--- config.mk ---
export PLATFORM = sky130hd
export DESIGN_NAME = prg_front
export DESIGN_NICKNAME = d
export VERILOG_FILES = /design/src/sv/prg_pkg.sv /design/src/sv/prg_front.sv
export SDC_FILE = /design/constraint.sdc
export NUM_CORES = 1
export LEC_CHECK = 0
export ABC_CLOCK_PERIOD_IN_PS = 3900
export BUFFER_PORTS_ARGS = -buffer_cell sky130_fd_sc_hd__buf_4
export CORE_MARGIN = 2
export CORE_UTILIZATION = 30
export DETAILED_ROUTE_END_ITERATION = 10
export SETUP_SLACK_MARGIN = 0.05
export SYNTH_ARGS = -nofsm -noshare
export SYNTH_HDL_FRONTEND = slang
export SYNTH_SLANG_ARGS = --single-unit
--- constraint.sdc ---
create_clock -name clk -period 3.9 [get_ports clk]
set_input_delay 0.78 -clock clk [delete_from_list [all_inputs] [get_ports clk]]
set_output_delay 0.78 -clock clk [all_outputs]
set_load 0.01 [all_outputs]
--- src/sv/prg_pkg.sv ---
`default_nettype none
package prg_pkg;

	localparam int COORD_BITS_DEF = 16;
	localparam int VEC_FRAC_DEF   = 14;
	localparam int QUEUE_DEPTH    = 4;
	localparam int CFG_IDX_W      = 3;
	localparam int OUT_BITS       = 16;

	typedef enum logic [CFG_IDX_W-1:0] {
		REG_MODE,
		REG_EXTENTS,
		REG_NEAR,
		REG_EYE,
		REG_VIEW,
		REG_RIGHT,
		REG_UP,
		REG_VIEWPORT
	} cfg_reg_t;

	typedef struct packed {
		logic signed [15:0] pixel_x;
		logic signed [15:0] pixel_y;
	} pixel_t;

	typedef struct packed {
		logic               inside_res;
		logic signed [15:0] ray_origin_x;
		logic signed [15:0] ray_origin_y;
		logic signed [15:0] ray_origin_z;
		logic signed [15:0] ray_dir_x;
		logic signed [15:0] ray_dir_y;
		logic signed [15:0] ray_dir_z;
	} ray_t;

	typedef struct packed {
		logic               persp;
		logic [63:0]        extents;
		logic signed [15:0] near;
		logic [47:0]        eye;
		logic [47:0]        view;
		logic [47:0]        right;
		logic [47:0]        up;
		logic [63:0]        viewport;
	} cfg_t;

	// classified pixel handed from front to back
	typedef struct packed {
		logic        hit;
		logic [15:0] ox;
		logic [15:0] oy;
	} job_t;

	// sign-extend from bit cb-1 of a field
	function automatic logic signed [24:0] sext_c(logic [47:0] v, int cb);
		logic signed [24:0] r;
		for (int i = 0; i < 25; i++) begin
			r[i] = (i < cb) ? v[i] : v[cb-1];
		end
		return r;
	endfunction

	// saturate to cb bits, keep the low 16
	function automatic logic [15:0] sat_c(logic signed [47:0] v, int cb);
		logic signed [47:0] hi;
		logic signed [47:0] lo;
		logic signed [47:0] c;
		hi = (48'sd1 <<< (cb - 1)) - 48'sd1;
		lo = -hi - 48'sd1;
		c  = (v > hi) ? hi : ((v < lo) ? lo : v);
		return c[15:0];
	endfunction

endpackage
`default_nettype wire

--- src/sv/prg_front.sv ---
`default_nettype none
module prg_front #(
	parameter int COORD_BITS = 16
) (
	input  wire logic            clk,
	input  wire logic            arst_n,
	input  wire logic            start,
	input  wire prg_pkg::pixel_t pixel,
	input  wire prg_pkg::cfg_t   cfg,
	input  wire logic            pop,
	output logic                 busy,
	output prg_pkg::job_t        head,
	output logic                 head_valid
);
	import prg_pkg::*;

	localparam int AW = $clog2(QUEUE_DEPTH);
	localparam int CW = $clog2(QUEUE_DEPTH + 1);

	logic signed [25:0] px, py, vx, vy, vw, vh, dx, dy;
	logic               hit;

	logic               v_s1;
	job_t               job_s1;

	job_t               mem_q [QUEUE_DEPTH];
	logic [AW-1:0]      wr_q, rd_q;
	logic [CW-1:0]      cnt_q;
	logic               push, take;

	always_comb begin
		px  = 26'(sext_c({32'b0, pixel.pixel_x}, COORD_BITS));
		py  = 26'(sext_c({32'b0, pixel.pixel_y}, COORD_BITS));
		vx  = 26'(sext_c(cfg.viewport[47:0], COORD_BITS));
		vy  = 26'(sext_c(cfg.viewport[63:16], COORD_BITS));
		vw  = $signed({10'b0, cfg.viewport[47:32]});
		vh  = $signed({10'b0, cfg.viewport[63:48]});
		dx  = px - vx;
		dy  = py - vy;
		hit = (vw != 26'sd0) && (vh != 26'sd0) && (dx >= 26'sd0) && (dx <= vw) &&
		      (dy >= 26'sd0) && (dy <= vh);
	end

	assign busy = ({1'b0, cnt_q} + {{CW{1'b0}}, v_s1}) >= (CW+1)'(QUEUE_DEPTH);
	assign push = v_s1;
	assign take = pop && head_valid;

	always_ff @(posedge clk or negedge arst_n) begin
		if (!arst_n) begin
			v_s1  <= 1'b0;
			wr_q  <= '0;
			rd_q  <= '0;
			cnt_q <= '0;
		end else begin
			v_s1 <= start && !busy;
			if (push) wr_q <= wr_q + 1'b1;
			if (take) rd_q <= rd_q + 1'b1;
			cnt_q <= cnt_q + CW'(push) - CW'(take);
		end
	end

	always_ff @(posedge clk) begin
		job_s1.hit <= hit;
		job_s1.ox  <= dx[15:0];
		job_s1.oy  <= dy[15:0];
		if (push) mem_q[wr_q] <= job_s1;
	end

	assign head       = mem_q[rd_q];
	assign head_valid = cnt_q != '0;

endmodule
`default_nettype wire

Word level (Yosys, flattened, before mapping)
Memory sizes are Yosys's and may differ from the RTL's.
Cells that the tools add are included.
{ "totals": {"regBits": 41, "ram_bits": 132, "inputBits": 373, "output_inout_bits": 35, "wordCells": 33, "memories": 1} }
{ "memory_table": {"columns": ["name", "words", "word_bits", "rd", "rd_ports_with_merged_regs", "write_ports", "line", "source"], "rows": [
  ["mem_q", 4, 33, 1, 0, 1, "prg_front.sv:26", "job_t mem_q [QUEUE_DEPTH];"]
]} }
{ "classes": {"addsub": 7, "n_lt_le_gt_ge": 5, "muxes": 2, "n_reduce_logical": 11} }
{ "op_table": {"columns": ["cell", "count"], "rows": [
  [">= comparator 17 x 1 -> 1 bit (second input constant)", 2],
  ["less-or-equal comparator 17 bit", 2],
  ["subtractor 16 x 16 -> 17 bit", 2],
  ["nonzero test 16 bit", 2],
  ["logical AND 1 bit", 7],
  ["adder 2 x 1 -> 2 bit (second input constant)", 2],
  ["adder 3 x 1 -> 4 bit", 1],
  [">= comparator 4 x 3 -> 1 bit (second input constant)", 1],
  ["adder 3 x 1 -> 3 bit", 1],
  ["nonzero test 3 bit", 1],
  ["subtractor 3 x 1 -> 3 bit", 1],
  ["2-to-1 mux 1 bit", 2],
  ["logical NOT 1 bit", 1]
]} }

Logic depth before layout (Yosys ltp)
{ "depth": {"word_depth": 6, "mapped_depth": 17, "mapped_depth_nobuf": 17} }

Worst setup path before layout
OpenSTA, ideal clock, no wires.
{ "synth_path": {"path_kind": "input to register", "startpoint": "in pixel[16] in the netlist's numbering", "endpoint": "reg job_s1[32] in the netlist's numbering", "setup_time_ns": 0.078, "t_arrival_ns": 3.988, "t_required_ns": 3.822, "path_slack_ns": -0.165, "stages": 16, "path_buffers": 0, "cell_sequence": "inv_1 > ha_1 > inv_1 > fa_1 > a211oi_1 > nor2_1 > o41a_1 > nor4_1 > o31ai_1 > xor2_1 > ha_1 > or3_1 > a211oi_1 > a31oi_1 > or3_1 > nor3_1"} }
{ "synth_via": {"elab_chain_cells": 6, "elab_cells_between_ends": 7, "classes_between": "add/sub (1); order compare (2); reduce/logical (4)"} }
{ "synth_lines": {"columns": ["item", "line", "source"], "rows": [
  ["from (decl)", "prg_front.sv:8", "input wire prg_pkg::pixel_t pixel,"],
  ["subtractor 16 x 16 -> 17 bit (*)", "prg_front.sv:38", "dx = px - vx;"],
  ["net dx[14]", "prg_front.sv:20", "logic signed [25:0] px, py, vx, vy, vw, vh, dx, dy;"],
  [">= comparator 17 x 1 -> 1 bit", "prg_front.sv:40", "hit = (vw != 26'sd0) && (vh != 26'sd0) && (dx >= 26'sd0) && (dx <= vw) &&"],
  ["logical AND 1 bit", "prg_front.sv:40", null],
  ["logical AND 1 bit (*) (2 in a row)", "prg_front.sv:40", null],
  ["logical AND 1 bit (*)", "prg_front.sv:41", "(dy >= 26'sd0) && (dy <= vh);"],
  ["net hit", "prg_front.sv:21", "logic hit;"],
  ["to (decl)", "prg_front.sv:24", "job_t job_s1;"]
]} }
The timed path passes the listed nets; every way through them passes the cells marked *.
A chain may end at the register's enable or synchronous reset.

Worst setup path in the final report
Same ends and word-level chain as after synthesis.

==> results by group <==
STA
  – Setup violators final: 1
  – Max Transition Viols Final: 0
  – Worst-Margin Slew: 862 ps
  – RSZ-0062 raised after global routing: yes
  – FMAX: 255 MHz
  – Final setup margin: -22.4 ps
  – Crit share post-route: 1.01
  – Relative slew margins: 0.425
  – Worst Clk Skew: 7.63 ps
  – Final hold viol count: 0
  – Minimum clock period: 3920 ps

Die
  – Ports: 408
  – Die X: 171 um
  – Initial Utilization: 0.307
  – Num rows: 60
  – Die Y: 171 um
  – CORE AREA: 0.0271 mm^2
  – Die area: 0.0291 mm^2

Route
  – Vias per inst: 4.54
  – Antenna violation net count after detailed routing: 0
  – Via count: 5,550
  – DR WL/cell: 15.5 um
  – DRT iter0 DRCs: 274
  – Drt drc: 0
  – WL final: 19,000 um
  – Pre-antenna DRT Iters: 4

Worst setup path
  – R2R depth: 8
  – Flop2flop setup slack: 1680 ps
  – Critical path origin: pixel[16]
  – Reg2reg start: cnt_q[1]$_DFF_PN0_
  – CP Max Fanout: 3
  – CP Launch Type: input pin
  – Crit end category: flip-flop
  – Setup crit end: job_s1[32]$_DFF_P_
  – WS Path Type: input pin to flip-flop
  – Crit path required time: 4240 ps
  – RR Endpoint: cnt_q[2]$_DFF_PN0_
  – Arr. time, crit path: 4260 ps

Yosys
  – Largest cells by area after synthesis: edfxtp_1, ha_1, mux4_2, dfxtp_1, inv_1
  – Synth top area share: 0.476
  – Mapped Avg Cell Area: 13.9 um^2
  – Cell taking the most area after synthesis: edfxtp_1
  – Ys async rst share: 0.0462
  – Seq/Total Area, Yosys: 0.579
  – Cell area after synthesis: 0.00833 mm^2
  – Yosys Warn Count: 0
  – Syn nets: 1,047
  – Number of synthesized register bits: 173
  – Cells after Synth: 600
  – Post-synth cell types: 55
  – Post-synth top flop: edfxtp_1
  – Number of synthesized flops with an enable pin: 132

Pwr
  – Clock power share: 0.259
  – Sw power: 2.00 mW
  – Cell internal pwr: 4.67 mW
  – Logic pwr share: 0.337
  – Worst VDD drop: 0.339 mV
  – Post-route total power: 6.68 mW
  – Sw frac: 0.300
  – Pwr per Cell Area: 592 mW/mm^2
  – Lkg Pwr: 4.65 nW
  – Sequential group share of total power: 0.404

Final layout
  – Share of layout cells above drive strength 1: 0.376
  – ANT cells: 0
  – Final Util: 0.416
  – Nets: 1,285
  – Layout filler cell count: 2,566
  – Most frequent cells in the layout: buf_4, edfxtp_1, inv_1
  – Area Overhead vs Synth: 35.3%
  – Most common cell after layout, fill and taps aside: buf_4

Placed design
  – Hpwl dp: 14,800 um
  – Port Buffers: 134
  – Final GP Congestion: 0.836

Clocking
  – Clock-pin slew on the worst setup and hold paths: 60 ps
  – CTS max path bufs: 2
  – CTS H-tree lvls: 4
  – Worst skew pair latency: 420 ps
  – CTS tree: yes
  – # clock sinks: 173
  – CTS buffer count: 17
  – Root buf cell: clkbuf_16
  – Hold-fix buffers, CTS: 0

Outcome
  – Outcome: finished, violations left
  – Failing checks: setup timing

GRT
  – Antenna violations before repair: 0
  – First-pass GRT wire length: 29,800 um
  – GRT overflow: 0
  – Gr usage total: 0.134
  – Largest net degree at the start of global routing: 25
  – Number of global-route vias before repair: 5,666

Run
  – Maxcap violations: 0

Min path
  – Worst min-delay path class: input pin to async pin
[worst max-delay path: stages]
cell and delay (ps):
buf_4 140, inv_12 50, ha_4 120, inv_2 40, fa_2 390, a211oi_2 210, nor2_1 80, o41a_1 510
a21oi_1 210, xnor2_1 170, ha_1 350, nand3_1 110, nor4_2 350, o2bb2ai_1 170, a31oi_2 70, or3_1 350
nor3_2 150
[sequential cells by signal, summed over array words and instances, names as in the netlist]
register	flops
cnt_q	3
job_s1	33
mem_q	132
push	1
rd_q	2
wr_q	2
[synthesized netlist by cell type (3+ instances only)]
cell	n
xor2_1	8
nor4_1	13
dfrtp_1	8
nand3_1	11
nor3_1	7
a21oi_1	23
inv_1	76
nor2b_1	9
nand2b_1	4
clkbuf_1	7
nor2_1	24
a21o_1	5
o211ai_1	4
dfxtp_1	33
o21a_1	12
or3_1	4
xnor2_1	16
ha_1	71
edfxtp_1	132
and2_1	6
a211oi_1	8
and3_1	4
fa_1	3
nand2_1	15
buf_2	3
nand4_1	5
o31ai_1	3
o21ai_0	19
mux4_2	33
[worst min path at each step]
stage                                  start  slack (ps)                     end
final                                 arst_n         170          push$_DFF_PN0_
after global routing                  arst_n         160     rd_q[1]$_DFFE_PN0P_
after CTS                             arst_n         160          push$_DFF_PN0_
after detailed placement  job_s1[21]$_DFF_P_         460  mem_q[2][21]$_DFFE_PP_
after global placement    job_s1[20]$_DFF_P_         450  mem_q[2][20]$_DFFE_PP_
after floorplan            job_s1[0]$_DFF_P_         440   mem_q[0][0]$_DFFE_PP_
[routing by layer]
metal / part of all wire / GRT usage
met5: 0 / 0
met1: 0.50 / 0.195
met3: 0.036 / 0.0229
met4: 0.012 / 0.0383
met2: 0.45 / 0.207
[final cells by class]
type	count	area (um^2)	share of cell area
sequential	173	4830	0.428
clock buffer	18	439	0.0390
clock inverter	14	180	0.0160
tap	372	465	0.0413
inverter	76	298	0.0264
timing repair buffer	229	1760	0.156
multi-input combinational	341	3300	0.293
[power groups by stage]
stage / logic [mW] / clock network, mW / registers [mW]
finish: 2.25 / 1.73 / 2.70
global placement: 2.25 / 0 / 2.71
global route: 2.47 / 1.85 / 2.75
floorplan: 1.29 / 0 / 2.59
CTS: 2.29 / 1.77 / 2.71
detailed placement: 2.27 / 0 / 2.74
[logic make-up (layout without fill, tap and decap cells)]
| family | Yosys count | count (layout) | synth area share |
|---|---|---|---|
| AO/OA/AOI/OAI | 100 | 100 | 0.0829 |
| XOR/XNOR | 24 | 24 | 0.0252 |
| adder cells (fa/ha/maj) | 74 | 74 | 0.114 |
| buffers and inverters | 86 | 337 | 0.0392 |
| flip-flops | 173 | 173 | 0.579 |
| multiplexers | 34 | 34 | 0.0904 |
| AND/OR/NAND/NOR | 109 | 109 | 0.0691 |
[what timing repair did]
item,4_1_cts,5_1_grt
setup endpoints to repair,1,1
resized for setup,3,8
pin swaps,5,1
buffers inserted,2,1
cloned,0,0
[through the flow]
step	hold WS (ps)	TNS [ps]	cells	area, um^2	setup WS [ps]
global placement	454	-747	1188	10600	-747
CTS	158	-46.1	1222	11200	-46.1
finish	172	-22.4	1223	11300	-22.4
global route	156	-235	1223	11300	-235
detailed placement	464	-731	1188	10600	-731
floorplan	438	0	600	8390	30.1
Power figures use the tool's default switching activity.
